## src/rtl/affine_bilinear_sampler_macros.svh

```systemverilog
// Assertion macros shared by the affine bilinear sampler RTL.
// No dependencies; included by the modules that carry assertions.
`ifndef AFFINE_BILINEAR_SAMPLER_MACROS_SVH
`define AFFINE_BILINEAR_SAMPLER_MACROS_SVH

// Consequent must hold in the same cycle as the antecedent.
`define ABS_ASSERT_IMPL(label, clk, rst_n, ante, cons, msg) \
    label: assert property (@(posedge clk) disable iff (!rst_n) (ante) |-> (cons)) \
        else $error(msg);

// Consequent must hold in the cycle after the antecedent.
`define ABS_ASSERT_NEXT(label, clk, rst_n, ante, cons, msg) \
    label: assert property (@(posedge clk) disable iff (!rst_n) (ante) |=> (cons)) \
        else $error(msg);

// Condition must never be seen out of reset.
`define ABS_ASSERT_NEVER(label, clk, rst_n, cond, msg) \
    label: assert property (@(posedge clk) disable iff (!rst_n) !(cond)) \
        else $error(msg);

`endif

```

## src/rtl/abs_pkg.sv

```systemverilog
`timescale 1ns / 1ps
// Affine bilinear sampler: shared types, constants and helper functions.
// No dependencies; imported by every module of the block but abs_ram.
package abs_pkg;

    localparam int STORE_BITS  = 20;
    localparam int STORE_DEPTH = 1 << STORE_BITS;
    localparam int PIX_BITS    = 24;
    localparam int DIM_BITS    = 11;
    localparam int WT_BITS     = 17;
    localparam int ACC_BITS    = 24;
    localparam int N_NEIGH     = 4;
    localparam int BEAT_BITS   = $clog2(N_NEIGH);
    localparam int FIFO_DEPTH  = 4;
    localparam int FIFO_BITS   = $clog2(FIFO_DEPTH);
    localparam int CNT_BITS    = $clog2(FIFO_DEPTH + 1);

    localparam logic [DIM_BITS-1:0] MAX_WIDTH  = 11'd1024;
    localparam logic [DIM_BITS-1:0] MAX_HEIGHT = 11'd1024;

    localparam logic [ACC_BITS-1:0] ROUND_HALF   = 24'd32768;
    localparam logic [15:0]         QUANT_OFFSET = 16'd32768;
    localparam logic [21:0]         Q14_BIAS     = 22'd127;
    // ceil(2^30 / 255): exact floor division by 255 for operands below 2^22
    localparam logic [22:0]         RECIP_255    = 23'd4210753;
    localparam int                  RECIP_SHIFT  = 30;
    localparam logic [8:0]          WT_ONE       = 9'd256;

    typedef enum logic {
        FUNC_WRITE  = 1'b0,
        FUNC_SAMPLE = 1'b1
    } t_func;

    typedef enum logic [2:0] {
        CFG_ORIGIN_X     = 3'd0,
        CFG_ORIGIN_Y     = 3'd1,
        CFG_STEP_COS     = 3'd2,
        CFG_STEP_SIN     = 3'd3,
        CFG_FRAME_WIDTH  = 3'd4,
        CFG_FRAME_HEIGHT = 3'd5,
        CFG_QUANT_MODE   = 3'd6
    } t_cfg_idx;

    typedef struct packed {
        t_func       func;
        logic [19:0] pixel_addr;
        logic [7:0]  red_in;
        logic [7:0]  green_in;
        logic [7:0]  blue_in;
        logic [7:0]  out_x;
        logic [7:0]  out_y;
    } t_in;

    typedef struct packed {
        logic signed [15:0] chan_red;
        logic signed [15:0] chan_green;
        logic signed [15:0] chan_blue;
    } t_out;

    typedef struct packed {
        logic [31:0]         origin_x;
        logic [31:0]         origin_y;
        logic [31:0]         step_cos;
        logic [31:0]         step_sin;
        logic [DIM_BITS-1:0] frame_width;
        logic [DIM_BITS-1:0] frame_height;
        logic                quant_mode;
    } t_cfg;

    localparam t_cfg CFG_RESET = '{
        origin_x:     32'd0,
        origin_y:     32'd0,
        step_cos:     32'd65536,
        step_sin:     32'd0,
        frame_width:  11'd1024,
        frame_height: 11'd1024,
        quant_mode:   1'b0
    };

    // One memory operation: a pixel write, or a sample with its four neighbours.
    // For a sample, addr is the top-left neighbour's store index.
    typedef struct packed {
        t_func                           func;
        logic [STORE_BITS-1:0]           addr;
        logic [PIX_BITS-1:0]             pixel;
        logic [N_NEIGH-1:0][WT_BITS-1:0] wt;
        logic [N_NEIGH-1:0]              in_frame;
    } t_op;

    // Travels alongside each read so the accumulator knows what the data is.
    typedef struct packed {
        logic               valid;
        logic               first;
        logic               last;
        logic               in_frame;
        logic [WT_BITS-1:0] wt;
    } t_tag;

    function automatic logic [DIM_BITS-1:0] clamp_dim(input logic [DIM_BITS-1:0] v,
                                                      input logic [DIM_BITS-1:0] lim);
        return (v > lim) ? lim : v;
    endfunction

    function automatic logic [15:0] quantize(input logic [7:0] v, input logic mode);
        logic [21:0] x;
        logic [44:0] p;
        x = {v, 14'd0} + Q14_BIAS;
        p = {23'd0, x} * {22'd0, RECIP_255};
        if (mode) begin
            return 16'(p[44:RECIP_SHIFT]);
        end else begin
            return {v, v} - QUANT_OFFSET;
        end
    endfunction

endpackage

```

## src/rtl/abs_fetch.sv

```systemverilog
`timescale 1ns / 1ps
// Frame memory sequencer: one write per pixel write, four neighbour reads per
// sample, each read tagged for the accumulator. Depends on abs_pkg.
`include "affine_bilinear_sampler_macros.svh"
module abs_fetch
    import abs_pkg::*;
(
    input  logic                  i_clk,
    input  logic                  i_rst_n,
    input  t_cfg                  i_cfg,
    input  logic                  i_op_valid,
    output logic                  o_op_ready,
    input  t_op                   i_op,
    input  logic                  i_credit_ok,
    output logic                  o_start,
    output logic                  o_ram_we,
    output logic [STORE_BITS-1:0] o_ram_addr,
    output logic [PIX_BITS-1:0]   o_ram_wdata,
    output t_tag                  o_tag
);

    logic                 r_busy;
    t_op                  r_op;
    logic [BEAT_BITS-1:0] r_beat;
    logic                 r_tag_v;
    logic                 r_tag_first;
    logic                 r_tag_last;
    logic                 r_tag_inside;
    logic [WT_BITS-1:0]   r_tag_wt;

    logic                  is_write;
    logic                  issue;
    logic                  last;
    logic [STORE_BITS-1:0] row_off;
    logic [STORE_BITS-1:0] w20;

    assign is_write = (r_op.func == FUNC_WRITE);
    // A sample starts only with a result slot reserved downstream.
    assign o_start  = r_busy && !is_write && (r_beat == '0) && i_credit_ok;
    assign issue    = r_busy && (is_write || (r_beat != '0) || i_credit_ok);
    assign last     = is_write || (r_beat == BEAT_BITS'(N_NEIGH - 1));
    assign o_op_ready = !r_busy || (issue && last);

    assign w20     = {{(STORE_BITS - DIM_BITS){1'b0}}, clamp_dim(i_cfg.frame_width, MAX_WIDTH)};
    assign row_off = r_beat[1] ? w20 : '0;

    assign o_ram_we    = issue && is_write;
    assign o_ram_wdata = r_op.pixel;
    assign o_ram_addr  = is_write ? r_op.addr
                                  : r_op.addr + row_off + {{(STORE_BITS - 1){1'b0}}, r_beat[0]};

    always_ff @(posedge i_clk) begin
        if (!i_rst_n) begin
            r_busy  <= 1'b0;
            r_beat  <= '0;
            r_tag_v <= 1'b0;
        end else begin
            if (o_op_ready) begin
                r_busy <= i_op_valid;
            end
            if (issue) begin
                r_beat <= last ? '0 : r_beat + 1'b1;
            end
            r_tag_v <= issue && !is_write;
        end
    end

    always_ff @(posedge i_clk) begin
        if (o_op_ready && i_op_valid) begin
            r_op <= i_op;
        end
        r_tag_first  <= (r_beat == '0);
        r_tag_last   <= last;
        r_tag_inside <= r_op.in_frame[r_beat];
        r_tag_wt     <= r_op.wt[r_beat];
    end

    assign o_tag.valid    = r_tag_v;
    assign o_tag.first    = r_tag_first;
    assign o_tag.last     = r_tag_last;
    assign o_tag.in_frame = r_tag_inside;
    assign o_tag.wt       = r_tag_wt;

    `ABS_ASSERT_NEXT(a_beats_back_to_back, i_clk, i_rst_n, r_tag_v && !r_tag_last, r_tag_v, "sample reads broke up mid-sample")
    `ABS_ASSERT_IMPL(a_beat_only_in_sample, i_clk, i_rst_n, r_beat != '0, r_busy && !is_write, "beat counter running outside a sample")

endmodule

```

## config.mk

```make
export PLATFORM = sky130hd
export DESIGN_NAME = abs_fetch
export DESIGN_NICKNAME = d
export VERILOG_FILES = /design/src/rtl/abs_pkg.sv /design/src/rtl/abs_fetch.sv
export VERILOG_INCLUDE_DIRS = /design/src /design/src/rtl
export SDC_FILE = /design/constraint.sdc
export NUM_CORES = 1
export LEC_CHECK = 0
export ABC_AREA = 1
export BUFFER_PORTS_ARGS = -buffer_cell sky130_fd_sc_hd__buf_2
export CAP_MARGIN = 40
export CORE_AREA = 2 2 130 132
export DETAILED_ROUTE_END_ITERATION = 12
export DIE_AREA = 0 0 132 134
export GPL_TIMING_DRIVEN = 0
export PLACE_DENSITY = 0.74
export SYNTH_ARGS = -nofsm -noshare
export SYNTH_HDL_FRONTEND = slang
export SYNTH_SLANG_ARGS = --single-unit
```

## constraint.sdc

```tcl
create_clock -name i_clk -period 6.5 [get_ports i_clk]
set_input_delay 1.625 -clock i_clk [delete_from_list [all_inputs] [get_ports i_clk]]
set_output_delay 1.625 -clock i_clk [all_outputs]
set_load 0.01 [all_outputs]
```

==> results.sh <==
export IMPL_ys_types=34
export IMPL_clkTransAtPathRegs_ps=70
export IMPL_htree_levels=4
export IMPL_antenna_found_initial=1
export IMPL_core_area_sq_mm=0.0163
export IMPL_crit_type="in2out"
export IMPL_die_area_sq_mm=0.0177
export IMPL_drv_slew=0
export IMPL_p_clk_share_pct=40.8
export IMPL_seqPwrFrac_pct=47.2
export IMPL_post_cts_setup_buffers=0
export IMPL_rsz0062_at_grt="no"
export IMPL_synthCells=544
export IMPL_cp_cell_sequence="buf_2 -> nor4_1 -> nand3_1 -> nand2_1 -> nand2_1 -> fa_1 -> fa_1 -> inv_1 -> nand3_1 -> nand3_2 -> nand2_1 -> nand2_1 -> nand2_1 -> nand2_2 -> nand2_1 -> nand2_1 -> nand2_1 -> buf_2"
export IMPL_setup_viol_count_final=0
export IMPL_post_cts_resized=0
export IMPL_grt_ovfl_total=0
export IMPL_first_pass_iters=5
export IMPL_syn_to_final_growth_pct=31.0
export IMPL_hp_class="reg2reg"
export IMPL_holdPathStages=2
export IMPL_slowest_stage="fa_1"
export IMPL_synthFlopType="edfxtp_1"
export IMPL_ys_top_cells_by_count="117 x edfxtp_1, 106 x nand2_1, 53 x nor2_1"
export IMPL_grt_max_degree=62
export IMPL_num_io_pins=340
export IMPL_synth_avg_cell_area_sq_um=11.1
export IMPL_p_comb_share_pct=12.0
export IMPL_cts_hold_buf=0
export IMPL_timing_critical_path_buf_inv=3
export IMPL_cts_tree="done"
export IMPL_timing_final_crit_share_pct=91.8
export IMPL_gp_congestion=0.877
export IMPL_antenna_left=0
export IMPL_critical_path_endpoint_type="output pin"
export IMPL_cts_root_buffer="clkbuf_16"
export IMPL_worst_ep_arrival_time_ps=4340
export IMPL_final_util_pct=48.6
export IMPL_grt_usage_pct=17.3
export IMPL_layout_drive_gt1_share_pct=35.8
export IMPL_period_minus_slack_ps=5960
export IMPL_ys_async_sr_fraction_pct=0
export IMPL_ys_warn_count=0
export IMPL_clkLatencyLatePin_ps=420
export IMPL_required_ps=4880
export IMPL_yosysSeqAreaShare_pct=66.1
export IMPL_yosys_register_bits=141
export IMPL_ir_worst_vdd_uv=185
export IMPL_row_count=47
export IMPL_finalHoldViolCount=0
export IMPL_grt_pass1_vias=4320
export IMPL_via_per_inst=4.50
export IMPL_num_antenna_cells=0
export IMPL_max_freq_mhz=168
export IMPL_portBuffers=199
export IMPL_synth_area_sq_mm=0.00604
export IMPL_p_sw_mw=0.608
export IMPL_synth_edff_count=117
export IMPL_cp_start_kind="primary input"
export IMPL_initial_core_util_pct=37.1
export IMPL_rr_worst_depth=9
export IMPL_numCtsBuffers=17
export IMPL_synth_most_common_cell="edfxtp_1"
export IMPL_critPathMaxFanout=8
export IMPL_cts_buffer_depth=2
export IMPL_powerDensity_mw_per_mm2=289
export IMPL_cap_violations=0
export IMPL_die_y_um=134
export IMPL_vias=4482
export IMPL_critPathMostFrequentCell="nand2_1"
export IMPL_drc_errors=0
export IMPL_max_stage_delay_ps=400
export IMPL_relSlewSlack_pct=44.4
export IMPL_dp_hpwl_um=11500
export IMPL_tightest_slew_ps=834
export IMPL_grt_first_pass_wirelength_um=22800
export IMPL_synth_top_cell_area_share_pct=58.1
export IMPL_wire_per_inst_um=15.3
export IMPL_synthesis_nets=830
export IMPL_leakage_nw=3.54
export IMPL_fp_dieW_um=132
export IMPL_cp_depth=18
export IMPL_postRouteWirelength_um=15200
export IMPL_cts_sinks=141
export IMPL_status="complete, no violations"
export IMPL_synthTopCellsByArea="edfxtp_1 58%, dfxtp_1 7.9%, nand2_1 6.6%, buf_4 3.6%, o21ai_0 3.4%"
export IMPL_nNetsFinal=1049
export IMPL_drtIter0Drc=246
export IMPL_nFillCells=1474
export IMPL_critPathTopFamily="simple AND/OR/NAND/NOR gates"
export IMPL_sw_frac_of_total_pct=26.6
export IMPL_power_internal_mw=1.68
export IMPL_finClkSkew_ps=7.16
export IMPL_finalSetupTns_ps=0
export IMPL_synth_largest_area_cell="edfxtp_1"
## stage by stage
| step | area, sq um | worst slack, ps | instances | hold WS [ps] | power, mW |
|---|---|---|---|---|---|
| 2_1_floorplan | 6040 | 1110 | 544 | 472 | 1.24 |
| 3_3_place_gp | 7320 | 12.0 | 963 | 483 | 1.37 |
| 3_5_place_dp | 7350 | 557 | 964 | 492 | 1.38 |
| 4_1_cts | 7920 | 549 | 996 | 501 | 2.31 |
| 5_1_grt | 7920 | 208 | 996 | 523 | 2.38 |
| 6_report | 7920 | 536 | 996 | 499 | 2.29 |
## state kept, by name (all words and copies together) (netlist names)
name	flops
r_op	93
o_ram_wdata	24
r_tag_inside	1
r_busy	1
r_beat	2
r_tag_last	1
r_tag_wt	17
r_tag_first	1
r_tag_v	1
## logic make-up (layout without fill, tap and decap cells)
family                     after synthesis  in the layout  synth area share, %
AOI/OAI and AO/OA                       85             85                 7.91
xor gates and xnor gates                 3              3                0.435
adders and majority gates               14             14                 3.15
buffers and inverters                   96            328                 7.97
DFF                                    141            141                 66.1
and+or+nand+nor                        205            205                 14.5
## per-layer routing
metal	GRT usage (%)	part of all wire [%]	wire, um	vias to the layer above
met1	22.5	45	6880	1988
met4	5.74	1.0	155	2
met2	26.9	45	6840	198
li1	-	-	-	2283
met5	0	0.13	20	-
met3	6.46	8.8	1350	11
## cell type report
class | count | area [sq um] | share of cell area [%]
clock inverters | 15 | 148 | 1.86
repair buffers | 200 | 1020 | 12.9
clock buffers | 17 | 425 | 5.37
multi-input cells | 307 | 1570 | 19.8
plain buffers | 45 | 290 | 3.67
flip-flops and latches | 141 | 3990 | 50.4
inverters | 51 | 191 | 2.42
well taps | 220 | 275 | 3.48
## power groups by stage
stage	clock (mW)	sequential, mW	combinational, mW
detailed placement	0	1.10	0.277
global placement	0	1.10	0.270
global route	0.988	1.09	0.303
floorplan	0	1.11	0.135
CTS	0.957	1.08	0.278
finish	0.933	1.08	0.275
## tightest hold or removal path, stage by stage (launching register included)
cell	delay, ps
edfxtp_1	320
nor2_1	40
o22ai_1	100
## path summary, 6_finish.rpt
check	from	to	slack, ps
setup / recovery	i_cfg[12]	o_ram_addr[14]	540
hold / removal	r_op[6]	r_tag_wt[2]	500
setup reg to reg	r_beat[0]	r_op[43]	3320
hold reg to reg	r_op[6]	r_tag_wt[2]	500
## cell usage in the layout, fill, tap and decap left out, drive strengths merged, types with 4 or more instances in the layout
master,n
clkinv,4
buf,235
inv,61
o21ai,44
a21oi,10
ha,12
clkbuf,27
o22ai,18
nand2,111
dfxtp,24
a21boi,7
edfxtp,117
nor4,4
nand3,20
nor2,53
nand4,4
nor3,4
No activity file was read; power rests on OpenSTA's default activity.
