**src/rtl/affine_bilinear_sampler_macros.svh**
```systemverilog
// Assertion macros shared by the affine bilinear sampler RTL.
// No dependencies; included by the modules that carry assertions.
`ifndef AFFINE_BILINEAR_SAMPLER_MACROS_SVH
`define AFFINE_BILINEAR_SAMPLER_MACROS_SVH

// Consequent must hold in the same cycle as the antecedent.
`define ABS_ASSERT_IMPL(label, clk, rst_n, ante, cons, msg) \
    label: assert property (@(posedge clk) disable iff (!rst_n) (ante) |-> (cons)) \
        else $error(msg);

// Consequent must hold in the cycle after the antecedent.
`define ABS_ASSERT_NEXT(label, clk, rst_n, ante, cons, msg) \
    label: assert property (@(posedge clk) disable iff (!rst_n) (ante) |=> (cons)) \
        else $error(msg);

// Condition must never be seen out of reset.
`define ABS_ASSERT_NEVER(label, clk, rst_n, cond, msg) \
    label: assert property (@(posedge clk) disable iff (!rst_n) !(cond)) \
        else $error(msg);

`endif

```
**src/rtl/abs_pkg.sv**
```systemverilog
`timescale 1ns / 1ps
// Affine bilinear sampler: shared types, constants and helper functions.
// No dependencies; imported by every module of the block but abs_ram.
package abs_pkg;

    localparam int STORE_BITS  = 20;
    localparam int STORE_DEPTH = 1 << STORE_BITS;
    localparam int PIX_BITS    = 24;
    localparam int DIM_BITS    = 11;
    localparam int WT_BITS     = 17;
    localparam int ACC_BITS    = 24;
    localparam int N_NEIGH     = 4;
    localparam int BEAT_BITS   = $clog2(N_NEIGH);
    localparam int FIFO_DEPTH  = 4;
    localparam int FIFO_BITS   = $clog2(FIFO_DEPTH);
    localparam int CNT_BITS    = $clog2(FIFO_DEPTH + 1);

    localparam logic [DIM_BITS-1:0] MAX_WIDTH  = 11'd1024;
    localparam logic [DIM_BITS-1:0] MAX_HEIGHT = 11'd1024;

    localparam logic [ACC_BITS-1:0] ROUND_HALF   = 24'd32768;
    localparam logic [15:0]         QUANT_OFFSET = 16'd32768;
    localparam logic [21:0]         Q14_BIAS     = 22'd127;
    // ceil(2^30 / 255): exact floor division by 255 for operands below 2^22
    localparam logic [22:0]         RECIP_255    = 23'd4210753;
    localparam int                  RECIP_SHIFT  = 30;
    localparam logic [8:0]          WT_ONE       = 9'd256;

    typedef enum logic {
        FUNC_WRITE  = 1'b0,
        FUNC_SAMPLE = 1'b1
    } t_func;

    typedef enum logic [2:0] {
        CFG_ORIGIN_X     = 3'd0,
        CFG_ORIGIN_Y     = 3'd1,
        CFG_STEP_COS     = 3'd2,
        CFG_STEP_SIN     = 3'd3,
        CFG_FRAME_WIDTH  = 3'd4,
        CFG_FRAME_HEIGHT = 3'd5,
        CFG_QUANT_MODE   = 3'd6
    } t_cfg_idx;

    typedef struct packed {
        t_func       func;
        logic [19:0] pixel_addr;
        logic [7:0]  red_in;
        logic [7:0]  green_in;
        logic [7:0]  blue_in;
        logic [7:0]  out_x;
        logic [7:0]  out_y;
    } t_in;

    typedef struct packed {
        logic signed [15:0] chan_red;
        logic signed [15:0] chan_green;
        logic signed [15:0] chan_blue;
    } t_out;

    typedef struct packed {
        logic [31:0]         origin_x;
        logic [31:0]         origin_y;
        logic [31:0]         step_cos;
        logic [31:0]         step_sin;
        logic [DIM_BITS-1:0] frame_width;
        logic [DIM_BITS-1:0] frame_height;
        logic                quant_mode;
    } t_cfg;

    localparam t_cfg CFG_RESET = '{
        origin_x:     32'd0,
        origin_y:     32'd0,
        step_cos:     32'd65536,
        step_sin:     32'd0,
        frame_width:  11'd1024,
        frame_height: 11'd1024,
        quant_mode:   1'b0
    };

    // One memory operation: a pixel write, or a sample with its four neighbours.
    // For a sample, addr is the top-left neighbour's store index.
    typedef struct packed {
        t_func                           func;
        logic [STORE_BITS-1:0]           addr;
        logic [PIX_BITS-1:0]             pixel;
        logic [N_NEIGH-1:0][WT_BITS-1:0] wt;
        logic [N_NEIGH-1:0]              in_frame;
    } t_op;

    // Travels alongside each read so the accumulator knows what the data is.
    typedef struct packed {
        logic               valid;
        logic               first;
        logic               last;
        logic               in_frame;
        logic [WT_BITS-1:0] wt;
    } t_tag;

    function automatic logic [DIM_BITS-1:0] clamp_dim(input logic [DIM_BITS-1:0] v,
                                                      input logic [DIM_BITS-1:0] lim);
        return (v > lim) ? lim : v;
    endfunction

    function automatic logic [15:0] quantize(input logic [7:0] v, input logic mode);
        logic [21:0] x;
        logic [44:0] p;
        x = {v, 14'd0} + Q14_BIAS;
        p = {23'd0, x} * {22'd0, RECIP_255};
        if (mode) begin
            return 16'(p[44:RECIP_SHIFT]);
        end else begin
            return {v, v} - QUANT_OFFSET;
        end
    endfunction

endpackage

```
**src/rtl/abs_xform.sv**
```systemverilog
`timescale 1ns / 1ps
// Request front end: affine source position, weights, in-frame flags and
// neighbour base address over four stages. Depends on abs_pkg.
module abs_xform
    import abs_pkg::*;
(
    input  logic i_clk,
    input  logic i_rst_n,
    input  t_cfg i_cfg,
    input  logic i_in_valid,
    output logic o_in_stall,
    input  t_in  i_req,
    output logic o_op_valid,
    input  logic i_op_ready,
    output t_op  o_op
);

    logic r1_v, r2_v, r3_v, r4_v;
    logic rdy1, rdy2, rdy3, rdy4;

    t_in         r1_req, r2_req, r3_req;
    logic [31:0] r1_pxc, r1_pys, r1_pxs, r1_pyc;
    logic [31:0] r2_sx, r2_sy;
    logic [STORE_BITS-1:0]           r3_row0;
    logic signed [15:0]              r3_x0;
    logic [N_NEIGH-1:0][WT_BITS-1:0] r3_wt;
    logic [N_NEIGH-1:0]              r3_inside;
    t_op         r4_op;

    logic [39:0] m_xc, m_ys, m_xs, m_yc;

    logic signed [15:0]   x0, y0;
    logic [7:0]           fx, fy;
    logic [8:0]           gx, gy;
    logic [17:0]          p00, p10, p01, p11;
    logic [DIM_BITS-1:0]  wc, hc;
    logic signed [16:0]   xs, xp, ys, yp, wls, hls;
    logic                 in_x0, in_x1, in_y0, in_y1;
    logic [STORE_BITS-1:0] y20;
    logic [30:0]          row_p;
    logic [N_NEIGH-1:0][WT_BITS-1:0] n_wt;
    logic [N_NEIGH-1:0]   n_inside;
    t_op                  n_op;

    // Each stage moves when the one after it is empty or moving.
    assign rdy4       = !r4_v || i_op_ready;
    assign rdy3       = !r3_v || rdy4;
    assign rdy2       = !r2_v || rdy3;
    assign rdy1       = !r1_v || rdy2;
    assign o_in_stall = !rdy1;

    // Stage 1: coordinate by step products, low 32 bits only.
    assign m_xc = {32'd0, i_req.out_x} * {8'd0, i_cfg.step_cos};
    assign m_ys = {32'd0, i_req.out_y} * {8'd0, i_cfg.step_sin};
    assign m_xs = {32'd0, i_req.out_x} * {8'd0, i_cfg.step_sin};
    assign m_yc = {32'd0, i_req.out_y} * {8'd0, i_cfg.step_cos};

    // Stage 3: split position, weights and bounds.
    always_comb begin
        x0  = r2_sx[31:16];
        y0  = r2_sy[31:16];
        fx  = r2_sx[15:8];
        fy  = r2_sy[15:8];
        gx  = WT_ONE - {1'b0, fx};
        gy  = WT_ONE - {1'b0, fy};
        p00 = {9'd0, gx} * {9'd0, gy};
        p10 = {10'd0, fx} * {9'd0, gy};
        p01 = {9'd0, gx} * {10'd0, fy};
        p11 = {10'd0, fx} * {10'd0, fy};
        n_wt[0] = p00[WT_BITS-1:0];
        n_wt[1] = p10[WT_BITS-1:0];
        n_wt[2] = p01[WT_BITS-1:0];
        n_wt[3] = p11[WT_BITS-1:0];

        wc  = clamp_dim(i_cfg.frame_width, MAX_WIDTH);
        hc  = clamp_dim(i_cfg.frame_height, MAX_HEIGHT);
        wls = {{(17 - DIM_BITS){1'b0}}, wc};
        hls = {{(17 - DIM_BITS){1'b0}}, hc};
        xs  = {x0[15], x0};
        ys  = {y0[15], y0};
        xp  = xs + 17'sd1;
        yp  = ys + 17'sd1;
        in_x0 = (xs >= 17'sd0) && (xs < wls);
        in_x1 = (xp >= 17'sd0) && (xp < wls);
        in_y0 = (ys >= 17'sd0) && (ys < hls);
        in_y1 = (yp >= 17'sd0) && (yp < hls);
        n_inside[0] = in_x0 && in_y0;
        n_inside[1] = in_x1 && in_y0;
        n_inside[2] = in_x0 && in_y1;
        n_inside[3] = in_x1 && in_y1;

        // Row start modulo the store size; a row of minus one still lands right
        // once the width is added back for the lower neighbours.
        y20   = {{(STORE_BITS - 16){y0[15]}}, y0};
        row_p = {{(31 - STORE_BITS){1'b0}}, y20} * {{(31 - DIM_BITS){1'b0}}, wc};
    end

    // Stage 4: assemble the memory operation.
    always_comb begin
        n_op.func     = r3_req.func;
        n_op.pixel    = {r3_req.red_in, r3_req.green_in, r3_req.blue_in};
        n_op.wt       = r3_wt;
        n_op.in_frame = r3_inside;
        if (r3_req.func == FUNC_WRITE) begin
            n_op.addr = r3_req.pixel_addr;
        end else begin
            n_op.addr = r3_row0 + {{(STORE_BITS - 16){r3_x0[15]}}, r3_x0};
        end
    end

    always_ff @(posedge i_clk) begin
        if (!i_rst_n) begin
            r1_v <= 1'b0;
            r2_v <= 1'b0;
            r3_v <= 1'b0;
            r4_v <= 1'b0;
        end else begin
            if (rdy1) begin
                r1_v <= i_in_valid;
            end
            if (rdy2) begin
                r2_v <= r1_v;
            end
            if (rdy3) begin
                r3_v <= r2_v;
            end
            if (rdy4) begin
                r4_v <= r3_v;
            end
        end
    end

    always_ff @(posedge i_clk) begin
        if (rdy1) begin
            r1_req <= i_req;
            r1_pxc <= m_xc[31:0];
            r1_pys <= m_ys[31:0];
            r1_pxs <= m_xs[31:0];
            r1_pyc <= m_yc[31:0];
        end
        if (rdy2) begin
            r2_req <= r1_req;
            r2_sx  <= i_cfg.origin_x + r1_pxc - r1_pys;
            r2_sy  <= i_cfg.origin_y + r1_pxs + r1_pyc;
        end
        if (rdy3) begin
            r3_req    <= r2_req;
            r3_row0   <= row_p[STORE_BITS-1:0];
            r3_x0     <= x0;
            r3_wt     <= n_wt;
            r3_inside <= n_inside;
        end
        if (rdy4) begin
            r4_op <= n_op;
        end
    end

    assign o_op_valid = r4_v;
    assign o_op       = r4_op;

endmodule

```
**config.mk**
```make
export PLATFORM = sky130hd
export DESIGN_NAME = abs_xform
export DESIGN_NICKNAME = d
export VERILOG_FILES = /design/src/rtl/affine_bilinear_sampler_macros.svh /design/src/rtl/abs_pkg.sv /design/src/rtl/abs_xform.sv
export SDC_FILE = /design/constraint.sdc
export NUM_CORES = 2
export LEC_CHECK = 0
export BUFFER_PORTS_ARGS = -buffer_cell sky130_fd_sc_hd__clkbuf_2
export CAP_MARGIN = 20
export CELL_PAD_IN_SITES_DETAIL_PLACEMENT = 1
export CELL_PAD_IN_SITES_GLOBAL_PLACEMENT = 1
export CORE_MARGIN = 2
export CORE_UTILIZATION = 51
export CTS_CLUSTER_DIAMETER = 80
export DETAILED_ROUTE_END_ITERATION = 16
export PLACE_DENSITY = 0.91
export SETUP_SLACK_MARGIN = 0.1
export SLEW_MARGIN = 20
export SYNTH_ARGS = -nofsm -noshare
export SYNTH_HDL_FRONTEND = slang
export SYNTH_SLANG_ARGS = --single-unit
```
**constraint.sdc**
```tcl
create_clock -name i_clk -period 8.2 [get_ports i_clk]
set_input_delay 0 -clock i_clk [delete_from_list [all_inputs] [get_ports i_clk]]
set_output_delay 0 -clock i_clk [all_outputs]
set_load 0.005 [all_outputs]
```
==> metrics.md <==
| Metric | Value |
|---|---|
| Final net count | `7816` |
| GRT Total Usage | `33.3%` |
| DRC | `0` |
| WP data required | `8.62 ns` |
| Antenna violations before repair | `27` |
| CP max FO | `16` |
| Synthesized instance count | `5894` |
| Hold_ws | `0.00496 ns` |
| Final Hold Vio Count | `0` |
| Num Clock Sinks | `532` |
| H-tree levels | `2` |
| RSZ-0062 raised after global routing | `no` |
| Core area | `118000 µm²` |
| Max-cap violations | `0` |
| #FFs+latches synth | `532` |
| CP peak stage delay | `0.67 ns` |
| Crit path top cell by count | `inv_1` |
| CTS tree | `done` |
| Net Count, Synth | `7545` |
| CTS Buffer Depth | `3` |
| Placed inst area | `64000 µm²` |
| Crit path capture type | `flip-flop` |
| Fin area | `66700 µm²` |
| Drt initial violations | `3581` |
| Fin util | `56.4%` |
| Drt total wl | `203000 µm` |
| Clk slew on worst S/H paths | `0.07 ns` |
| Vias per std cell | `5.87` |
| Status | `finished, final reports clean` |
| Routed length per instance | `26.1 µm` |
| Tcrit/Tclk final | `83.5%` |
| WP data arrival | `7.26 ns` |
| Min cycle time layout | `6.85 ns` |
| Vias in the first global route | `52.8k` |
| EDFF count, synth | `528` |
| Post-synthesis cell type count | `69` |
| Worst-margin pin slew | `1.07 ns` |
| Worst clock skew | `0.0408 ns` |
| Share of cells above drive strength 1 | `8.50%` |
| Register area share after synthesis | `26.2%` |
| Mapped cell area | `60900 µm²` |
| Io pins | `335` |
| Critical path launch point type | `flip-flop` |
| CP max-delay cell | `fa_1` |
| Area delta synth->final | `9.47%` |
| RD Place Congestion | `0.915` |
| Hpwl dp | `146000 µm` |
| Routed Antenna Nets | `0` |
| TritonCTS Buffers | `56` |
| Row count | `126` |
| Vias after detailed routing | `45.5k` |
| Global-route wire length before repair | `308000 µm` |
| Fmax | `0.146 GHz` |
| Worst skew pair latency | `0.68 ns` |
| Port-buffer cells | `332` |
| Die ar. | `122000 µm²` |
| Setup_tns | `0 ns` |
| Ys flop type | `edfxtp_1` |
| CTS root buffer | `clkbuf_16` |
| Slew Limit Fails | `0` |
| Syn Area/Cell | `10.3 µm²` |
| Rel. slew slack | `28.8%` |
| CP Class | `reg -> reg` |
| Hold/Removal Path Class | `in -> reg` |
| Setup violators final | `0` |
| Die W | `350 µm` |
| Starting Density | `51.5%` |
| Congestion Overflow GR | `0` |
| Die Ht | `350 µm` |
| Pin count of the biggest net entering global routing | `84` |
| Async SR Flop Fraction | `0%` |
| DRT Pass-1 Iters | `8` |
| YS warnings | `0` |
-- path summary, 6_finish.rpt --
check	startpoint	to	slack (ns)	cells after the start
worst max-delay path	r2_sx[9]$_DFFE_PP_	n_op[20]$_DFFE_PP_	1.35	28
worst min-delay path	i_cfg[150]	r2_sx[31]$_DFFE_PP_	0.005	4
worst max register to register	r2_sx[9]$_DFFE_PP_	n_op[20]$_DFFE_PP_	1.35	28
worst min register to register	r2_req[17]$_DFFE_PP_	n_op[73]$_DFFE_PP_	0.40	0
-- area by class of cell --
class                   instances  area, µm²
fillers                     12900      51600
flip-flops and latches        532      15900
multi-input cells            4099      40200
well taps                    1536       1920
inverters                    1030       3870
clock inverters                37        518
clock buffers                  67       1490
repair buffers                446       2660
diodes                         10       25.0
-- critical path: cells and delay by family, from the launching register on --
family          cells  cell delay [ns]
flops               1             0.36
simple gates        5             0.95
buf+inv             6             0.87
xor+xnor            2             0.26
fa+ha+maj           6             2.52
compound gates      9             1.66
-- state kept, by name, indices dropped and copies added (netlist names), 32 cells and up --
signal,cells
o_op,113
n_op,89
r1_pxs,32
r1_pxc,32
r2_req,45
r1_pyc,32
r1_req,45
r1_pys,32
-- cells in the mapped netlist (all sizes together) (5+ instances only) --
master   number  area share (%)
nor2        166             1.0
nand2b       38            0.39
o211ai        9            0.11
o21bai       22            0.27
a21oi       164             1.4
nand2       838             5.2
a2111oi       5           0.082
a21boi       15            0.18
inv        1029             6.3
clkbuf      219             1.3
fa          965              32
and2        570             5.9
nor2b        53            0.54
a211oi       13            0.16
a31o          6           0.086
mux2         17            0.31
nor3         44            0.36
nor4          6           0.062
o21ai       107            0.88
nand4        12            0.12
xor2         78             1.1
xnor2       244             3.5
nand3        38            0.31
a21o         84             1.0
buf          14            0.11
a31oi         8           0.082
or2           5           0.051
and3          9           0.092
or3          11            0.11
edfxtp      528              26
o21a         51            0.63
ha          470             9.7
-- routing by layer --
layer,vias to the layer above,share of wire [%],global-route usage (%)
met4,20,7.1,19.8
met3,952,7.9,6.98
met1,23300,35,37.1
met5,-,0.066,0
met2,2350,50,58.5
li1,18900,-,-
-- timing repair --
item | CTS | global route
hold endpoints to repair | 55 | 0
hold buffers | 55 | 0
endpoints found under the setup margin | 0 | 0
buffers inserted | 0 | 0
resized for setup | 0 | 0
-- cells by family (layout without fill, tap and decap cells) --
| family | after synthesis | in the layout | synth area share (%) |
|---|---|---|---|
| DFF | 532 | 532 | 26.2 |
| buffers and inverters | 1263 | 1580 | 7.81 |
| and+or+nand+nor | 1805 | 1805 | 14.3 |
| adders and majority gates | 1435 | 1435 | 41.4 |
| xor gates and xnor gates | 322 | 322 | 4.63 |
| muxes | 19 | 19 | 0.347 |
| AOI/OAI and AO/OA | 517 | 517 | 5.35 |
| other | 1 | 11 | 0.00616 |
-- through the flow --
step / cells / worst slack, ns
global placement: 7587 / 1.90
floorplan: 5894 / 1.80
finish: 7757 / 1.35
detailed placement: 7587 / 1.62
CTS: 7746 / 1.38
global route: 7753 / 1.05
-- cell usage in the layout, fill, tap and decap left out, types with 12 or more instances in the layout --
| cell type | instances |
|---|---|
| xor2_1 | 78 |
| edfxtp_1 | 528 |
| a21oi_1 | 163 |
| and2_1 | 570 |
| a211oi_1 | 13 |
| nor2_1 | 166 |
| o21ai_0 | 106 |
| mux2_2 | 17 |
| a21o_1 | 84 |
| buf_4 | 58 |
| dlygate4sd3_1 | 55 |
| nand4_1 | 12 |
| nor3_1 | 44 |
| clkbuf_16 | 57 |
| o21a_1 | 51 |
| nand2b_1 | 38 |
| ha_1 | 470 |
| nand2_1 | 837 |
| xnor2_1 | 244 |
| a21boi_0 | 15 |
| o21bai_1 | 22 |
| nor2b_1 | 51 |
| fa_1 | 965 |
| inv_1 | 1027 |
| clkbuf_2 | 332 |
| nand3_1 | 37 |
Power is left out: the tool's default activity adds up to more than one toggle a clock period on the data nets, which glitch-free logic cannot reach.
