`src/rtl/affine_bilinear_sampler_macros.svh`:
```
// Assertion macros shared by the affine bilinear sampler RTL.
// No dependencies; included by the modules that carry assertions.
`ifndef AFFINE_BILINEAR_SAMPLER_MACROS_SVH
`define AFFINE_BILINEAR_SAMPLER_MACROS_SVH

// Consequent must hold in the same cycle as the antecedent.
`define ABS_ASSERT_IMPL(label, clk, rst_n, ante, cons, msg) \
    label: assert property (@(posedge clk) disable iff (!rst_n) (ante) |-> (cons)) \
        else $error(msg);

// Consequent must hold in the cycle after the antecedent.
`define ABS_ASSERT_NEXT(label, clk, rst_n, ante, cons, msg) \
    label: assert property (@(posedge clk) disable iff (!rst_n) (ante) |=> (cons)) \
        else $error(msg);

// Condition must never be seen out of reset.
`define ABS_ASSERT_NEVER(label, clk, rst_n, cond, msg) \
    label: assert property (@(posedge clk) disable iff (!rst_n) !(cond)) \
        else $error(msg);

`endif

```
`src/rtl/abs_pkg.sv`:
```
`timescale 1ns / 1ps
// Affine bilinear sampler: shared types, constants and helper functions.
// No dependencies; imported by every module of the block but abs_ram.
package abs_pkg;

    localparam int STORE_BITS  = 20;
    localparam int STORE_DEPTH = 1 << STORE_BITS;
    localparam int PIX_BITS    = 24;
    localparam int DIM_BITS    = 11;
    localparam int WT_BITS     = 17;
    localparam int ACC_BITS    = 24;
    localparam int N_NEIGH     = 4;
    localparam int BEAT_BITS   = $clog2(N_NEIGH);
    localparam int FIFO_DEPTH  = 4;
    localparam int FIFO_BITS   = $clog2(FIFO_DEPTH);
    localparam int CNT_BITS    = $clog2(FIFO_DEPTH + 1);

    localparam logic [DIM_BITS-1:0] MAX_WIDTH  = 11'd1024;
    localparam logic [DIM_BITS-1:0] MAX_HEIGHT = 11'd1024;

    localparam logic [ACC_BITS-1:0] ROUND_HALF   = 24'd32768;
    localparam logic [15:0]         QUANT_OFFSET = 16'd32768;
    localparam logic [21:0]         Q14_BIAS     = 22'd127;
    // ceil(2^30 / 255): exact floor division by 255 for operands below 2^22
    localparam logic [22:0]         RECIP_255    = 23'd4210753;
    localparam int                  RECIP_SHIFT  = 30;
    localparam logic [8:0]          WT_ONE       = 9'd256;

    typedef enum logic {
        FUNC_WRITE  = 1'b0,
        FUNC_SAMPLE = 1'b1
    } t_func;

    typedef enum logic [2:0] {
        CFG_ORIGIN_X     = 3'd0,
        CFG_ORIGIN_Y     = 3'd1,
        CFG_STEP_COS     = 3'd2,
        CFG_STEP_SIN     = 3'd3,
        CFG_FRAME_WIDTH  = 3'd4,
        CFG_FRAME_HEIGHT = 3'd5,
        CFG_QUANT_MODE   = 3'd6
    } t_cfg_idx;

    typedef struct packed {
        t_func       func;
        logic [19:0] pixel_addr;
        logic [7:0]  red_in;
        logic [7:0]  green_in;
        logic [7:0]  blue_in;
        logic [7:0]  out_x;
        logic [7:0]  out_y;
    } t_in;

    typedef struct packed {
        logic signed [15:0] chan_red;
        logic signed [15:0] chan_green;
        logic signed [15:0] chan_blue;
    } t_out;

    typedef struct packed {
        logic [31:0]         origin_x;
        logic [31:0]         origin_y;
        logic [31:0]         step_cos;
        logic [31:0]         step_sin;
        logic [DIM_BITS-1:0] frame_width;
        logic [DIM_BITS-1:0] frame_height;
        logic                quant_mode;
    } t_cfg;

    localparam t_cfg CFG_RESET = '{
        origin_x:     32'd0,
        origin_y:     32'd0,
        step_cos:     32'd65536,
        step_sin:     32'd0,
        frame_width:  11'd1024,
        frame_height: 11'd1024,
        quant_mode:   1'b0
    };

    // One memory operation: a pixel write, or a sample with its four neighbours.
    // For a sample, addr is the top-left neighbour's store index.
    typedef struct packed {
        t_func                           func;
        logic [STORE_BITS-1:0]           addr;
        logic [PIX_BITS-1:0]             pixel;
        logic [N_NEIGH-1:0][WT_BITS-1:0] wt;
        logic [N_NEIGH-1:0]              in_frame;
    } t_op;

    // Travels alongside each read so the accumulator knows what the data is.
    typedef struct packed {
        logic               valid;
        logic               first;
        logic               last;
        logic               in_frame;
        logic [WT_BITS-1:0] wt;
    } t_tag;

    function automatic logic [DIM_BITS-1:0] clamp_dim(input logic [DIM_BITS-1:0] v,
                                                      input logic [DIM_BITS-1:0] lim);
        return (v > lim) ? lim : v;
    endfunction

    function automatic logic [15:0] quantize(input logic [7:0] v, input logic mode);
        logic [21:0] x;
        logic [44:0] p;
        x = {v, 14'd0} + Q14_BIAS;
        p = {23'd0, x} * {22'd0, RECIP_255};
        if (mode) begin
            return 16'(p[44:RECIP_SHIFT]);
        end else begin
            return {v, v} - QUANT_OFFSET;
        end
    endfunction

endpackage

```
`src/rtl/abs_accum.sv`:
```
`timescale 1ns / 1ps
// Weighted accumulation of neighbour reads, rounding, quantising and a small
// result queue with credit tracking for the sequencer. Depends on abs_pkg.
`include "affine_bilinear_sampler_macros.svh"
module abs_accum
    import abs_pkg::*;
(
    input  logic                i_clk,
    input  logic                i_rst_n,
    input  logic                i_quant_mode,
    input  logic                i_start,
    output logic                o_credit_ok,
    input  t_tag                i_tag,
    input  logic [PIX_BITS-1:0] i_rdata,
    output logic                o_out_valid,
    input  logic                i_out_stall,
    output t_out                o_out_data
);

    logic [2:0][ACC_BITS-1:0] r_acc;
    logic                     r_acc_done;
    logic [2:0][7:0]          r_v;
    logic                     r_v_valid;
    t_out                     r_fifo [FIFO_DEPTH];
    logic [FIFO_BITS-1:0]     r_wr;
    logic [FIFO_BITS-1:0]     r_rd;
    logic [CNT_BITS-1:0]      r_fill;
    logic [CNT_BITS-1:0]      r_cnt;

    logic [2:0][7:0]          px;
    logic [2:0][24:0]         prod;
    logic [2:0][ACC_BITS-1:0] n_acc;
    logic [2:0][ACC_BITS-1:0] rsum;
    logic [2:0][7:0]          n_v;
    logic                     push;
    logic                     pop;
    t_out                     n_res;

    always_comb begin
        for (int c = 0; c < 3; c++) begin
            // Out-of-frame neighbours contribute nothing, whatever the store holds.
            px[c]    = i_tag.in_frame ? i_rdata[8*c +: 8] : 8'd0;
            prod[c]  = {17'd0, px[c]} * {8'd0, i_tag.wt};
            n_acc[c] = (i_tag.first ? '0 : r_acc[c]) + prod[c][ACC_BITS-1:0];
            rsum[c]  = r_acc[c] + ROUND_HALF;
            n_v[c]   = rsum[c][ACC_BITS-1:ACC_BITS-8];
        end
    end

    assign n_res.chan_red   = quantize(r_v[2], i_quant_mode);
    assign n_res.chan_green = quantize(r_v[1], i_quant_mode);
    assign n_res.chan_blue  = quantize(r_v[0], i_quant_mode);

    assign push        = r_v_valid;
    assign o_out_valid = (r_fill != '0);
    assign pop         = o_out_valid && !i_out_stall;
    assign o_out_data  = r_fifo[r_rd];
    assign o_credit_ok = (r_cnt < CNT_BITS'(FIFO_DEPTH));

    always_ff @(posedge i_clk) begin
        if (!i_rst_n) begin
            r_acc_done <= 1'b0;
            r_v_valid  <= 1'b0;
            r_wr       <= '0;
            r_rd       <= '0;
            r_fill     <= '0;
            r_cnt      <= '0;
        end else begin
            r_acc_done <= i_tag.valid && i_tag.last;
            r_v_valid  <= r_acc_done;
            if (push) begin
                r_wr <= r_wr + 1'b1;
            end
            if (pop) begin
                r_rd <= r_rd + 1'b1;
            end
            r_fill <= r_fill + CNT_BITS'(push) - CNT_BITS'(pop);
            r_cnt  <= r_cnt + CNT_BITS'(i_start) - CNT_BITS'(pop);
        end
    end

    always_ff @(posedge i_clk) begin
        if (i_tag.valid) begin
            r_acc <= n_acc;
        end
        r_v <= n_v;
        if (push) begin
            r_fifo[r_wr] <= n_res;
        end
    end

    `ABS_ASSERT_NEVER(a_fill_within_credit, i_clk, i_rst_n, r_fill > r_cnt, "queued results exceed started samples")
    `ABS_ASSERT_NEVER(a_credit_bound, i_clk, i_rst_n, r_cnt > CNT_BITS'(FIFO_DEPTH), "more samples in flight than result slots")

endmodule

```
`config.mk`:
```
export PLATFORM = sky130hd
export DESIGN_NAME = abs_accum
export DESIGN_NICKNAME = d
export VERILOG_FILES = /design/src/rtl/abs_pkg.sv /design/src/rtl/abs_accum.sv
export VERILOG_INCLUDE_DIRS = /design/src /design/src/rtl
export SDC_FILE = /design/constraint.sdc
export NUM_CORES = 1
export LEC_CHECK = 0
export ABC_AREA = 1
export BUFFER_PORTS_ARGS = -buffer_cell sky130_fd_sc_hd__buf_2
export CAP_MARGIN = 20
export CORE_UTILIZATION = 34
export CTS_BUF_LIST = sky130_fd_sc_hd__clkbuf_8
export CTS_CLUSTER_SIZE = 20
export DETAILED_ROUTE_END_ITERATION = 7
export PLACE_DENSITY_LB_ADDON = 0.25
export SETUP_SLACK_MARGIN = 0.15
export SYNTH_ARGS = -nofsm -noshare
export SYNTH_HDL_FRONTEND = slang
export SYNTH_SLANG_ARGS = --single-unit
```
`constraint.sdc`:
```
create_clock -name i_clk -period 7.7 [get_ports i_clk]
set_input_delay 1.54 -clock i_clk [delete_from_list [all_inputs] [get_ports i_clk]]
set_output_delay 1.54 -clock i_clk [all_outputs]
set_load 0.005 [all_outputs]
```
==> reports/metrics.cfg, run 1 <==
[die]
fp-row-count=110
io_pins=100
core_um2=90400
die_w_um=305
start_util=0.345
dieArea_um2=92900
die_y_um=305

[yosys]
synth_cell_types=36
synth_seq_area_share=0.279
syn_area_um2=31200
ys.flop_type=edfxtp_1
synth_edf_count=264
synth_nets=4469
ys_seq_elements=302
postSynth.asyncResetShare=0
synthCells=3791
syn_area_per_cell_um2=8.23
yosysWarnings=0

[final_layout]
final_nets=4545
regArea_um2=8690
drive_gt1_frac=0.0575
multi_input_area_um2=19100
syn_to_final_growth_pct=9.06
layout.cells.non_filler=5089
fin_area_um2=34000
nFillCells=9384

[clock_tree]
clk_latency_ns=0.72
cts_tree=built
cts_hold_buf=0
cts_max_level=2
cts_buffer_depth=3
cts.sinks=302
path_clk_slew_ns=0.06
post_cts_buffers=0
root_buffer=clkbuf_8
cts_buffers=56
cts-resized-gates=0

[timing]
worst_pin_slew_ns=1.07
hold_viol=0
fin_skew_ns=0.0885
fin_setup_tns_ns=0
period_share=0.812
max-slew-margin-rel=0.283
fin_crit_ns=6.26
finalSetupViolCount=0
max_freq_ghz=0.160
finalMaxSlewViolations=0
rsz0062_at_grt=false

[setup_path]
required_ns=8.15
cp.arrival_ns=6.70
r2r_setup_slack_ns=3.42
cp_max_fo=24
path_class=in -> reg
crit_path_end=r_acc[43]$_DFFE_PP_
crit_path_start_kind=input port
regToRegEndpoint=r_acc[21]$_DFFE_PP_
endpoint_kind=flop
reg2reg_from=r_acc[8]$_DFFE_PP_
startpoint=i_tag[17]
worstRegToRegCells=19

[place]
port_buffers=99
dp_hpwl_mm=64.7
postPlaceCellArea_um2=32900
dp_cells=4985
place.gp.congestion=0.893

[min_path]
holdCritPathClass=reg -> reg
min_path_cells=2

[routing]
wl_per_cell_um=16.6
postRouteAntennaNets=0
via_per_inst=4.76
dr_total_vias=24200
drtIter0Drc=1695
drcViolationCount=0
firstDrtPassIters=5
totalWireLength_mm=84.5

[global_routing]
grt_max_degree=97
antenna_found_initial=1
overflow=0
grt_pass1_vias=24700
grt_first_pass_wirelength_mm=136
grt_usage=0.185

[run]
drv_cap=0

[power]
power_leakage_nw=17.3
ir_drop_v=0.000184
p_per_area_nw_per_um2=378

[outcome]
status=finished clean

[worst min-delay path by stage]
stage | start | to | slack (ns)
2_1_floorplan | r_acc_done$_SDFF_PN0_ | push$_SDFF_PN0_ | 0.39
3_3_place_gp | r_acc_done$_SDFF_PN0_ | push$_SDFF_PN0_ | 0.39
3_5_place_dp | r_acc_done$_SDFF_PN0_ | push$_SDFF_PN0_ | 0.40
4_1_cts | r_acc_done$_SDFF_PN0_ | push$_SDFF_PN0_ | 0.42
5_1_grt | r_acc_done$_SDFF_PN0_ | push$_SDFF_PN0_ | 0.44
6_report | r_acc_done$_SDFF_PN0_ | push$_SDFF_PN0_ | 0.42
[stage by stage]
step / util / hold slack (ns) / power (mW) / worst slack, ns
5_1_grt: 0.376 / 0.444 / 14.4 / 1.17
4_1_cts: 0.376 / 0.421 / 13.0 / 1.55
3_3_place_gp: 0.364 / 0.393 / 11.3 / 0.785
2_1_floorplan: - / 0.390 / 9.01 / 1.94
3_5_place_dp: 0.364 / 0.398 / 11.4 / 0.768
6_report: 0.376 / 0.423 / 12.9 / 1.44
[layout make-up]
type                       count  area share
multi-input combinational   2600       0.563
clock buffer                  59      0.0239
timing repair buffer         120      0.0196
antenna                        2    0.000147
sequential                   302       0.255
inverter                     787      0.0869
tap                         1176      0.0433
clock inverter                43     0.00817
[state kept, by name, indices dropped and copies added (netlist names), named ones only]
name and cells:
push 1, r_acc 72, r_acc_done 1, r_cnt 3, r_fifo 192, r_fill 3, r_rd 2, r_v 24
r_wr 2
[worst max-delay path, stage by stage]
cell and delay, ns:
buf_2 0.44, nand2_1 0.30, inv_1 0.51, nand2_1 0.20, fa_1 0.56, inv_1 0.04, ha_1 0.28, ha_1 0.27
inv_1 0.05, fa_1 0.47, inv_1 0.07, ha_1 0.29, inv_1 0.13, fa_1 0.43, inv_1 0.14, nand2_1 0.08
o21ai_2 0.28, inv_2 0.08, o21bai_2 0.23, nand3_1 0.15, nand3_1 0.10, nand2_1 0.06
[Yosys cell counts, types with 3 or more instances]
cell type,instances,share of area
a21o_1,6,0.0014
a21oi_1,86,0.014
and2_1,3,0.00060
buf_1,8,0.00096
buf_2,21,0.0034
clkbuf_1,73,0.0088
clkinv_1,10,0.0012
dfxtp_1,38,0.024
edfxtp_1,264,0.25
fa_1,338,0.22
ha_1,290,0.12
inv_1,771,0.093
inv_2,6,0.00072
nand2_1,832,0.10
nand2_2,6,0.0012
nand3_1,167,0.027
nand3_2,3,0.00096
nand3b_1,5,0.0012
nand4_1,33,0.0066
nor2_1,513,0.062
nor2_2,3,0.00060
nor3_1,21,0.0034
o21a_1,7,0.0017
o21ai_0,128,0.021
o21ai_1,11,0.0018
o21ai_2,4,0.0011
o21bai_1,10,0.0024
o22ai_1,48,0.0096
xnor2_1,22,0.0062
xor2_1,55,0.015
[cell families after synthesis]
| family | after synthesis | synth area share |
|---|---|---|
| AO/OA/AOI/OAI | 306 | 0.0541 |
| buffers and inverters | 889 | 0.108 |
| XOR/XNOR | 77 | 0.0216 |
| flip-flops | 302 | 0.279 |
| AND/OR/NAND/NOR | 1589 | 0.204 |
| adder cells (fa/ha/maj) | 628 | 0.333 |
[metal layers]
metal	track usage	up-vias	routed length, um
li1	-	11900	-
met2	0.299	669	38400
met3	0.0261	111	4760
met4	0.0477	0	2030
met5	0	-	0
met1	0.260	11600	39300
[cell usage in the layout (no fill, tap or decap), drive strengths merged]
master	n
diode	2
a21o	6
a21oi	88
nand3b	5
clkinvlp	2
nor2	516
a31oi	2
clkbuf	59
ha	290
buf	120
nand3	170
xnor2	22
dfxtp	38
xor2	55
o21bai	11
o21ai	143
o21a	7
bufinv	3
nand2	838
nand4	33
clkinv	33
o211ai	1
edfxtp	264
inv	792
nor3	24
and2	3
fa	338
o22ai	48
[report_power, final]
group	leakage [nW]	switching (mW)	internal, mW
logic	14.0	5.53	3.01
clock network	0.600	0.733	0.811
registers	2.77	0.377	2.40
Note: power is estimated with default switching activity, not from simulation.
==> run 2, diff against run 1 <==
Clock period 7.7 ns to 5.83 ns, I/O delays scaled along.
==> run 2 against run 1 <==
Sequential share of layout area down 0.67 points. Worst hold slack lost 0.012 ns. Largest power group unchanged. Power up 33%.
==> reports/metrics.cfg, run 2 (synthesis results as in run 1) <==
[timing]
fin_crit_ns=5.16
max-slew-margin-rel=0.372  ; +0.0883
hold_viol=0  ; unchanged
period_share=0.884
worst_pin_slew_ns=0.942  ; -0.131 ns
fin_setup_tns_ns=0  ; unchanged
max_freq_ghz=0.194
finalMaxSlewViolations=0  ; unchanged
worst_slack_ns=0.674  ; -0.771 ns
finalSetupViolCount=0  ; unchanged
fin_skew_ns=0.0528  ; -0.0357 ns
rsz0062_at_grt=false

[clock_tree]
clk_latency_ns=0.68  ; -0.04 ns
cts_tree=built
cts_hold_buf=0  ; unchanged
cts_max_level=2  ; unchanged
cts-resized-gates=0  ; unchanged
post_cts_buffers=0  ; unchanged
cts.sinks=302  ; unchanged
cts_buffers=54  ; -3.6%
cts_buffer_depth=3  ; unchanged
root_buffer=clkbuf_8
path_clk_slew_ns=0.07  ; about the same

[setup_path]
cp_max_fo=16  ; -33%
max_stage_delay_ns=0.56  ; about the same
endpoint_kind=flop
critical_path.top_delay_family=adder cells
crit_path_top_delay_cell=fa_1
crit_path_start_kind=input port
required_ns=6.28  ; -1.87 ns
cp.arrival_ns=5.61  ; -1.09 ns
crit_chain=buf_2 -> buf_12 -> nand2_1 -> inv_1 -> nand2_1 -> fa_1 -> inv_1 -> fa_1 -> inv_1 -> fa_1 -> fa_1 -> inv_1 -> ha_1 -> nand2_1 -> inv_1 -> nand3_1 -> nor2_1 -> nand4_1 -> nand4_1 -> nand2_1
path_buf_inv=7  ; -1
crit_top_cell=inv_1
path_class=in -> reg

[place]
port_buffers=99  ; unchanged
dp_hpwl_mm=66.2  ; +2.3%
dp_slack_ns=0.0207  ; -0.747 ns
place.gp.congestion=0.865  ; -3.2%

[power]
clkPwrFrac=0.117  ; -0.003
total_power_mw=17.1  ; +33%
power_frac_seq=0.217  ; about the same
sw_frac_of_total=0.511  ; -0.00576
power_leakage_nw=17.9  ; +3.3%
p_per_area_nw_per_um2=490  ; +30%
power_frac_comb=0.667  ; +0.003
p_switching_mw=8.74  ; +32%
p_int_mw=8.38  ; +35%
ir_drop_v=0.000233  ; +27%

[routing]
wl_per_cell_um=16.3  ; -2.0%
via_per_inst=4.72  ; -0.79%
drtIter0Drc=1623  ; -4.2%
drcViolationCount=0  ; unchanged
dr_total_vias=24500  ; +0.99%
firstDrtPassIters=5  ; unchanged
totalWireLength_mm=84.3  ; -0.22%
postRouteAntennaNets=0  ; unchanged

[final_layout]
multi_input_area_um2=19100  ; unchanged
fin_util=0.386  ; +0.0102
regArea_um2=8690  ; unchanged
final_common_cell=nand2_1
final_nets=4639  ; +2.1%
nFillCells=9373  ; -0.12%
final_cell_mix=nand2_1, inv_1, nor2_1
syn_to_final_growth_pct=12.0
largest_reg_flops=192  ; unchanged
n_antenna_cell=0  ; -2
reg_top3=r_fifo x192, r_acc x72, r_v x24
drive_gt1_frac=0.0807  ; +0.0231
largest_register=r_fifo

[die]
fp-row-count=110  ; unchanged
dieArea_um2=92900  ; unchanged
die_y_um=305  ; unchanged
die_w_um=305  ; unchanged
start_util=0.345  ; unchanged
io_pins=100  ; unchanged
core_um2=90400  ; unchanged

[global_routing]
grt_usage=0.185  ; -0.000411
grt_max_degree=59  ; -39%
antenna_found_initial=1  ; unchanged
overflow=0  ; unchanged
grt_pass1_vias=25000  ; +1.2%
grt_first_pass_wirelength_mm=136  ; about the same

[outcome]
status=finished clean

[min_path]
holdCritPathClass=reg -> reg

[run]
drv_cap=0  ; unchanged

run 2: worst min-delay path, stage by stage (launching register included):
cell     delay (ns)
dfxtp_1        0.30
nand2_1        0.04
inv_1          0.04
run 2: stage by stage:
step / hold slack [ns] / cell area, um2 / std cells
floorplan: 0.390 / 31200 / 3791
global placement: 0.397 / 33800 / 5080
detailed placement: 0.398 / 33900 / 5081
CTS: 0.412 / 34900 / 5180
global route: 0.435 / 34900 / 5180
finish: 0.411 / 34900 / 5180
run 2: worst paths after layout:
check                           depth (start not counted)  slack [ns]                  start                   to
worst min register to register                          2        0.41  r_acc_done$_SDFF_PN0_      push$_SDFF_PN0_
worst max-delay path                                   20        0.67              i_tag[17]  r_acc[22]$_DFFE_PP_
worst max register to register                         17        1.57    r_acc[32]$_DFFE_PP_  r_acc[47]$_DFFE_PP_
worst min-delay path                                    2        0.41  r_acc_done$_SDFF_PN0_      push$_SDFF_PN0_
run 2: power groups by stage:
stage	clock network [mW]	registers (mW)	logic (mW)
6_report	2.00	3.71	11.4
5_1_grt	2.16	3.75	13.4
4_1_cts	2.08	3.71	11.5
3_5_place_dp	0	3.76	11.4
3_3_place_gp	0	3.75	11.4
2_1_floorplan	0	3.45	8.45
run 2: per-layer routing:
layer	part of all wire	track usage	up-vias	wire length (um)
li1	-	-	12100	-
met1	0.47	0.260	11700	40000
met2	0.46	0.304	557	38700
met3	0.048	0.0232	96	4010
met4	0.019	0.0375	0	1610
met5	0	0	-	0
run 2: cell type report:
type                    count  share of cell area
clock buffers              61              0.0240
clock inverters            38             0.00666
inverters                 787              0.0846
multi-input cells        2600               0.548
flip-flops and latches    302               0.249
well taps                1176              0.0421
repair buffers            216              0.0461
